<file path="src/hdl/fskl_pkg.sv">
package fskl_pkg;

  localparam int BUCKET_COUNT = 257;
  localparam int BUCKET_AW = 9;
  localparam int BOUND_W = 13;
  localparam int KEY_W = 160;
  localparam int PAYLOAD_W = 40;
  localparam int ENTRY_W = KEY_W + PAYLOAD_W;

  localparam logic [1:0] OP_BOUND = 2'd0;
  localparam logic [1:0] OP_ENTRY = 2'd1;
  localparam logic [1:0] OP_LOOKUP = 2'd2;

  localparam logic CFG_DATE_LIMIT = 1'b0;
  localparam logic CFG_CACHE_COUNT = 1'b1;

  typedef enum logic [2:0] {
    ST_IDLE,
    ST_DATE,
    ST_RDB1,
    ST_RDB2,
    ST_INIT,
    ST_ADDR,
    ST_CMP,
    ST_DECIDE
  } step_t;

  typedef enum logic [2:0] {
    COND_NONE,
    COND_START,
    COND_LATE,
    COND_EMPTY,
    COND_SEARCH
  } cond_t;

  typedef struct packed {
    logic  bnd_rd;
    logic  bnd_hi;
    logic  ld_first;
    logic  ld_last;
    logic  ent_rd;
    logic  ld_cmp;
    cond_t cond;
    step_t target;
  } uword_t;

  typedef struct packed {
    logic take;
    logic bnd_rd;
    logic bnd_hi;
    logic ld_first;
    logic ld_last;
    logic ent_rd;
    logic ld_cmp;
    logic init;
    logic lo_inc;
    logic lo_mid;
    logic hi_mid;
    logic emit;
    logic hit;
  } cmd_t;

  typedef struct packed {
    logic late;
    logic empty;
    logic key_eq;
    logic key_gt;
    logic adj;
    logic same;
    logic slice_ok;
  } status_t;

  function automatic uword_t ucode(input step_t step);
    uword_t uw;
    uw = '{bnd_rd: 1'b0, bnd_hi: 1'b0, ld_first: 1'b0, ld_last: 1'b0, ent_rd: 1'b0,
           ld_cmp: 1'b0, cond: COND_NONE, target: ST_IDLE};
    case (step)
      ST_IDLE: begin
        uw.cond = COND_START;
        uw.target = ST_DATE;
      end
      ST_DATE: begin
        uw.bnd_rd = 1'b1;
        uw.cond = COND_LATE;
        uw.target = ST_RDB1;
      end
      ST_RDB1: begin
        uw.bnd_rd = 1'b1;
        uw.bnd_hi = 1'b1;
        uw.ld_first = 1'b1;
        uw.target = ST_RDB2;
      end
      ST_RDB2: begin
        uw.ld_last = 1'b1;
        uw.target = ST_INIT;
      end
      ST_INIT: begin
        uw.cond = COND_EMPTY;
        uw.target = ST_ADDR;
      end
      ST_ADDR: begin
        uw.ent_rd = 1'b1;
        uw.target = ST_CMP;
      end
      ST_CMP: begin
        uw.ld_cmp = 1'b1;
        uw.target = ST_DECIDE;
      end
      ST_DECIDE: begin
        uw.cond = COND_SEARCH;
        uw.target = ST_ADDR;
      end
      default: begin
        uw.target = ST_IDLE;
      end
    endcase
    return uw;
  endfunction

endpackage

</file>
<file path="src/hdl/fskl_seq.sv">
module fskl_seq
  import fskl_pkg::*;
(
  input  logic      clk,
  input  logic      rst,
  input  logic      start,
  input  logic [1:0] opcode,
  input  status_t   st,
  output logic      busy,
  output cmd_t      cmd
);

  step_t  step;
  step_t  step_next;
  uword_t uw;

  always_ff @(posedge clk) begin
    if (rst) begin
      step <= ST_IDLE;
    end else begin
      step <= step_next;
    end
  end

  always_comb begin
    uw = ucode(step);
    busy = (step != ST_IDLE);
    step_next = uw.target;
    cmd = '0;
    cmd.bnd_rd = uw.bnd_rd;
    cmd.bnd_hi = uw.bnd_hi;
    cmd.ld_first = uw.ld_first;
    cmd.ld_last = uw.ld_last;
    cmd.ent_rd = uw.ent_rd;
    cmd.ld_cmp = uw.ld_cmp;
    case (uw.cond)
      COND_START: begin
        cmd.take = start;
        if (!(start && opcode == OP_LOOKUP)) begin
          step_next = ST_IDLE;
        end
      end
      COND_LATE: begin
        if (st.late) begin
          cmd.emit = 1'b1;
          step_next = ST_IDLE;
        end
      end
      COND_EMPTY: begin
        if (st.empty) begin
          cmd.emit = 1'b1;
          step_next = ST_IDLE;
        end else begin
          cmd.init = 1'b1;
        end
      end
      COND_SEARCH: begin
        if (st.key_eq) begin
          cmd.emit = 1'b1;
          cmd.hit = st.slice_ok;
          step_next = ST_IDLE;
        end else if (st.adj) begin
          cmd.lo_inc = 1'b1;
        end else if (st.same) begin
          cmd.emit = 1'b1;
          step_next = ST_IDLE;
        end else if (st.key_gt) begin
          cmd.lo_mid = 1'b1;
        end else begin
          cmd.hi_mid = 1'b1;
        end
      end
      default: begin
      end
    endcase
  end

endmodule

</file>
<file path="config.mk">
export PLATFORM = sky130hd
export DESIGN_NAME = fskl_seq
export DESIGN_NICKNAME = d
export VERILOG_FILES = /design/src/hdl/fskl_pkg.sv /design/src/hdl/fskl_seq.sv
export SDC_FILE = /design/constraint.sdc
export NUM_CORES = 1
export LEC_CHECK = 0
export BUFFER_PORTS_ARGS = -buffer_cell sky130_fd_sc_hd__buf_2
export CAP_MARGIN = 30
export CORE_AREA = 2 2 39 41
export DETAILED_ROUTE_END_ITERATION = 8
export DIE_AREA = 0 0 41 43
export GPL_ROUTABILITY_DRIVEN = 0
export GPL_TIMING_DRIVEN = 1
export PLACE_DENSITY = 0.5
export SYNTH_ARGS = -nofsm -noshare
export SYNTH_HDL_FRONTEND = slang
export SYNTH_SLANG_ARGS = --single-unit
</file>
<file path="constraint.sdc">
create_clock -name clk -period 1.7 [get_ports clk]
set_clock_uncertainty 0.15 [all_clocks]
set_input_delay 0.17 -clock clk [delete_from_list [all_inputs] [get_ports clk]]
set_output_delay 0.17 -clock clk [all_outputs]
set_load 0.03 [all_outputs]
</file>
==> results by group, run 1 <==
Clocking
  – Postcts setup bufs: 0
  – Worst skew pair latency: about 0.23 ns
  – Longest Clk Path Bufs: 2
  – Clock transition at path regs: roughly 0.040 ns
  – Clk sinks: 3
  – TritonCTS clock tree: yes
  – H-tree depth: 1
  – Root Buffer: clkbuf_4
  – CTS buffer count: 3

Route
  – 1st-iter DRT viols: 3
  – Routed Antenna Nets: 0
  – Post-Route WL: around 870 um
  – Via/cell ratio: roughly 4.7
  – DR pass1 iterations: 2
  – Vias: 416
  – Wire per inst: 9.89 um
  – DRC Markers: 0

Global routing
  – Largest net degree at the start of global routing: 10
  – Number of global-route vias before repair: between 300 and 400
  – Antenna violations before repair: 0
  – Grt total ovfl: 0
  – Gr usage total: 0.116
  – First-pass GRT wire length: ~1.4 mm

STA
  – Hold_ws: slightly above 0.09 ns
  – Final period utilization: 0.956
  – Min Tclk post-route: approximately 1.6 ns
  – Slew Viols, Final: 0
  – Worst Max-Slew Pin Slew: roughly 0.25 ns
  – Fmax: around 600 MHz
  – Relative slew slack: 0.828
  – Fin worst setup slack: ~0.075 ns
  – Setup TNS Final: 0 ns
  – Fin. Hold Viols: 0
  – RSZ-0062 raised after global routing: no
  – Setup Viol. Count Final: 0

Setup path
  – CP Class: reg2out
  – CP max-delay cell: dfxtp_2
  – CP delay by family, top: buffers and inverters
  – Crit end category: output pin
  – Crit path DAT: between 1 and 1.5 ns
  – Critical path, cell by cell: buf_4, nand2b_1, a21oi_1, clkbuf_4
  – CP bufs+invs: 2
  – CP peak stage delay: about 0.35 ns
  – Worst EP required: roughly 1.4 ns
  – Startpoint type of the worst setup path: register
  – Critical-path maximum fanout: 7

Yosys
  – EDFF count, synth: 0
  – Synth area leader: dfxtp_1
  – Commonest cells post-synth: nor2_1, nand2_1, dfxtp_1, inv_1
  – Post-synthesis sequential area ratio: 0.194
  – Top cell type's share of synthesized area: 0.194
  – Post-synthesis register bit count: 3
  – Synth Cell Area: between 300 and 400 um^2
  – YS warnings: 0
  – Synthesized Nets: 55
  – Asr flop ratio synth: 0
  – Top-count cell post-synth: nor2_1
  – Post-Syn Instances: 43
  – Synthesized area per cell: between 7 and 8 um^2
  – Primary FF master, synth: dfxtp_1
  – Yosys cell types: 26
  – Cells taking the most area after synthesis: dfxtp_1, nor4_4, nor2_1

Final layout
  – Final net count: 85
  – Largest register FFs: 3
  – Antenna cells: 0
  – Post-layout util: 0.370
  – Layout cell share with drive strength beyond 1: 0.569
  – Final instance area: 512 um^2
  – Register with the highest flop count: step
  – Fin cells: just under 90
  – Largest regs: step (3)
  – Area delta synth->final: 64.9%

Floorplanning
  – Row cnt: 14
  – Die Height: about 43 um
  – Core box area: approximately 0.0014 mm^2
  – DIE AREA: between 0.0015 and 0.002 mm^2
  – Initial core utilization: 0.224
  – I/O pin total: 26
  – Die X: roughly 40 um

Placed design
  – Pre-CTS WS: 0.156 ns
  – Cell Area, Placed: 444 um^2
  – Port-buffer cells: 25
  – Hpwl dp: between 700 and 800 um
  – Placed cell count: a little over 80

Power and ir drop
  – Total chip power: approximately 0.27 mW
  – PwrDens: between 500 and 600 mW/mm^2
  – Leakage: ~0.25 nW
  – Max VDD drop: 0.264 mV

Hold path
  – Hold Crit Class: in2reg

Status
  – Status: finished, final reports clean

Job
  – Max-cap violations: 0
-- logic make-up after synthesis --
family | synth area share
buf+inv | 0.145
simple gates | 0.456
compound gates | 0.206
flops | 0.194
-- where the power goes --
part / leakage (nW) / switching, mW / internal, mW / total (mW)
Sequential: 0.0253 / 0.00270 / 0.0727 / 0.0755
Combinational: 0.211 / 0.0396 / 0.0285 / 0.0681
Clock: 0.0150 / 0.0350 / 0.0878 / 0.123
Total: 0.251 / 0.0773 / 0.189 / 0.266
-- worst min-delay path, cell delays in order --
cell and delay [ns]:
buf_2 0.11, nor4_4 0.04, inv_2 0.05, a221oi_2 0.05
-- layout make-up --
class,count,area (um^2)
fillers,149,872
multi-input cells,32,225
repair buffers,28,159
flip-flops and latches,3,62.6
clock buffers,4,26.3
well taps,16,20.0
inverters,5,18.8
-- path summary, 6_finish.rpt --
kind | startpoint | to | slack [ns] | cells after the start
worst max register to register | step[2]$_SDFF_PP0_ | step[2]$_SDFF_PP0_ | 0.38 | 4
worst min register to register | step[0]$_SDFF_PP0_ | step[2]$_SDFF_PP0_ | 0.41 | 2
worst min-delay path | st[5] | step[2]$_SDFF_PP0_ | 0.09 | 4
worst max-delay path | step[0]$_SDFF_PP0_ | cmd[11] | 0.08 | 4
-- metal layers --
metal	up-vias	routed length (um)	global-route usage
met4	0	0	0.0800
met3	0	71	0.0471
met1	186	381	0.131
li1	211	-	-
met5	-	0	0
met2	19	417	0.169
-- placed cells by master (no fill, tap or decap), types with 2 or more instances in the layout --
cell type,count
and3_2,2
nand2_1,4
inv_1,3
nand4_1,2
buf_4,2
nor4_4,2
a21oi_1,2
nor2b_1,2
nor2_1,5
buf_2,23
inv_2,2
dfxtp_2,2
clkbuf_4,4
-- what timing repair did --
| action | in CTS | in global routing |
|---|---|---|
| hold buffers | 1 | 0 |
| endpoints found under the hold margin | 3 | 0 |
| gates resized for setup | 3 | 6 |
| cloned | 0 | 0 |
| endpoints found under the setup margin | 2 | 3 |
Note: power is estimated with default switching activity, not from simulation.
==> run 2, diff against run 1 <==
--- a/config.mk
+++ b/config.mk
@@ -12,7 +12,7 @@
 export DIE_AREA = 0 0 41 43
 export GPL_ROUTABILITY_DRIVEN = 0
 export GPL_TIMING_DRIVEN = 1
-export PLACE_DENSITY = 0.5
+export PLACE_DENSITY = 0.52
 export SYNTH_ARGS = -nofsm -noshare
 export SYNTH_HDL_FRONTEND = slang
 export SYNTH_SLANG_ARGS = --single-unit
==> constraint.sdc (replaced) <==
create_clock -name clk -period 1.39 [get_ports clk]
set_clock_uncertainty 0.15 [all_clocks]
set_input_delay 0.139 -clock clk [delete_from_list [all_inputs] [get_ports clk]]
set_output_delay 0.139 -clock clk [all_outputs]
set_load 0.03 [all_outputs]
==> run 2 against run 1 <==
Compared with the run above: utilization up 24 points; worst setup slack got worse by 0.18 ns; wire length is 26% higher; sequential share of layout area decreased by 4.1 points; largest power group unchanged; sequential power is 17% higher; the flow now finishes with violations (negative setup slack); first-iteration DRC count is 67% lower.
==> results by group, run 2 (synthesized netlist as in run 1, its figures left out) <==
Final layout
  – Final instance area: 842 um^2 (+65%)
  – Largest register FFs: 3 (unchanged)
  – Most common cell after layout, fill and taps aside: buf_6
  – Area of the multi-input gates: 323 um^2 (+43%)
  – Area delta synth->final: 171%
  – Fill cells: 123 (-17%)
  – Register area: 68.8 um^2 (+10%)
  – Layout cell share with drive strength beyond 1: 0.802 (+0.233)
  – Antenna cells: 0 (unchanged)
  – Largest regs: step (3)
  – Most frequent cells in the layout: buf_6, buf_4, buf_2, nor2_4
  – Fin cells: 102 (+16%)
  – Final net count: 99 (+16%)
  – Register with the highest flop count: step

Route
  – Vias: 464 (+12%)
  – DR pass1 iterations: 4 (+2)
  – DRC Markers: 0 (unchanged)
  – 1st-iter DRT viols: 1 (-2)
  – Post-Route WL: 1.10 mm (+26%)
  – Routed Antenna Nets: 0 (unchanged)
  – Via/cell ratio: 4.55 (-3.8%)
  – Wire per inst: 10.8 um (+8.9%)

Setup path
  – CP bufs+invs: 2 (unchanged)
  – CP delay by family, top: flip-flops
  – CP max-delay cell: dfxtp_4
  – CP peak stage delay: 0.35 ns (about the same)
  – Worst R2R Path Depth: 4 (unchanged)
  – Crit path DAT: 1.20 ns (-0.10 ns)
  – Worst EP required: 1.10 ns (-0.28 ns)
  – Startpoint type of the worst setup path: register
  – Critical-path maximum fanout: 8 (+1)
  – CP Class: reg2out
  – Worst R2R End: step[2]$_SDFF_PP0_
  – Critical path, cell by cell: buf_8, nor4_4, buf_6
  – R2r setup slk: 0.09 ns (-0.29 ns)
  – FF-to-FF Start: step[0]$_SDFF_PP0_
  – Crit end category: output pin

Global routing
  – Grt total ovfl: 0 (unchanged)
  – First-pass GRT wire length: 1.66 mm (+20%)
  – Largest net degree at the start of global routing: 9 (-1)
  – Antenna violations before repair: 0 (unchanged)
  – Gr usage total: 0.138 (+0.0221)
  – Number of global-route vias before repair: 418 (+18%)

Floorplanning
  – Initial core utilization: 0.224 (unchanged)
  – Row cnt: 14 (unchanged)
  – DIE AREA: 0.00176 mm^2 (unchanged)
  – Die Height: 43 um (unchanged)
  – I/O pin total: 26 (unchanged)
  – Core box area: 0.00138 mm^2 (unchanged)
  – Die X: 41 um (unchanged)

Placed design
  – Hpwl dp: 704 um (-1.9%)
  – Placed cell count: 86 (+3.6%)
  – Cell Area, Placed: 512 um^2 (+15%)
  – Port-buffer cells: 25 (unchanged)

Clocking
  – TritonCTS clock tree: yes
  – Root Buffer: clkbuf_4
  – H-tree depth: 1 (unchanged)
  – Clock transition at path regs: 0.04 ns (about the same)
  – Longest Clk Path Bufs: 2 (unchanged)
  – CTS buffer count: 3 (unchanged)
  – Clk sinks: 3 (unchanged)
  – Worst skew pair latency: 0.24 ns (about the same)

STA
  – Slew Viols, Final: 0 (unchanged)
  – Relative slew slack: 0.790 (-0.0381)
  – Fmax: between 600 and 700 MHz
  – Final period utilization: 1.07
  – Fin worst setup slack: -0.100 ns (-0.176 ns)
  – RSZ-0062 raised after global routing: yes
  – Fin. Hold Viols: 0 (unchanged)
  – Setup Viol. Count Final: 10 (+10)
  – Worst Max-Slew Pin Slew: 0.315 ns (+0.0608 ns)
  – Min Tclk post-route: around 1.5 ns

Status
  – Status: finished with violations
  – Failing checks: negative setup slack

Job
  – Max-cap violations: 0 (unchanged)

Power and ir drop
  – PwrDens: 442 mW/mm^2 (-15%)
  – Leakage: 0.368 nW (+46%)
  – Internal power: 0.254 mW (+34%)
  – Seq pwr share: 0.238 (-0.045)
  – Max VDD drop: 0.431 mV (+63%)
  – Clock group share of total power: 0.426 (-0.035)
  – NetSw: 0.119 mW (+54%)
  – Switch share: 0.319 (+0.0287)
  – Logic pwr share: 0.336 (+0.080)

Hold path
  – Hold path cells: 4 (unchanged)
  – Hold Crit Class: in2reg
  – Min-delay src: st[5]
  – WHS Endpoint: step[2]$_SDFF_PP0_
-- run 2: changes by cell type in the layout (fill, tap and decap cells not counted), sizes merged --
| cell | delta |
|---|---|
| buf | +15 |
| clkbuf | -1 |
-- run 2: worst min-delay path, cell delays in order --
cell and delay [ns]:
buf_2 0.13, nor4_4 0.06, inv_2 0.05, a221oi_2 0.05
-- run 2: metrics by stage --
stage,setup TNS [ns],setup WS [ns],hold slack [ns],power (mW),utilization
2_1_floorplan,-0.0923,-0.0330,0.0478,0.146,-
3_3_place_gp,0,0.0176,0.191,0.177,0.370
3_5_place_dp,-0.0265,-0.0169,0.187,0.177,0.370
4_1_cts,-0.879,-0.129,0.0611,0.372,0.551
5_1_grt,-1.32,-0.175,0.0900,0.398,0.608
6_report,-0.622,-0.100,0.0730,0.372,0.608
-- run 2: cell type report --
| cell class | count | share of cell area |
|---|---|---|
| Clock buffer | 4 | 0.0312 |
| Inverter | 5 | 0.0312 |
| Multi-Input combinational cell | 32 | 0.383 |
| Sequential cell | 3 | 0.0817 |
| Tap cell | 16 | 0.0238 |
| Timing Repair Buffer | 42 | 0.449 |
-- run 2: power groups by stage --
| stage | Clock (mW) | Sequential, mW | Combinational, mW |
|---|---|---|---|
| 6_report | 0.159 | 0.0885 | 0.125 |
| 5_1_grt | 0.176 | 0.0885 | 0.134 |
| 4_1_cts | 0.167 | 0.0894 | 0.115 |
| 3_5_place_dp | 0 | 0.0924 | 0.0843 |
| 3_3_place_gp | 0 | 0.0923 | 0.0849 |
| 2_1_floorplan | 0 | 0.0919 | 0.0537 |
-- run 2: worst max-delay path by stage --
stage | depth (start not counted) | slack [ns] | start | end
after floorplan | 4 | -0.03 | step[1]$_SDFF_PP0_ | step[2]$_SDFF_PP0_
after global placement | 4 | 0.02 | step[1]$_SDFF_PP0_ | cmd[2]
after detailed placement | 4 | -0.02 | step[1]$_SDFF_PP0_ | cmd[2]
after CTS | 5 | -0.13 | step[1]$_SDFF_PP0_ | cmd[1]
after global routing | 3 | -0.17 | step[0]$_SDFF_PP0_ | cmd[5]
final | 3 | -0.10 | step[0]$_SDFF_PP0_ | cmd[5]
-- run 2: repair_timing --
action,in CTS,in global routing
pin swaps,4,4
resized for setup,40,17
buffers inserted,9,2
hold endpoints to repair,3,0
setup endpoints to repair,14,14
hold buffers,1,0
-- run 2: routing by layer --
metal	share of wire	global-route usage	vias up	wire, um
li1	-	-	240	-
met1	0.36	0.151	203	398
met2	0.57	0.234	21	621
met3	0.071	0.0681	0	78
met4	0	0.0200	0	0
met5	0	0	-	0
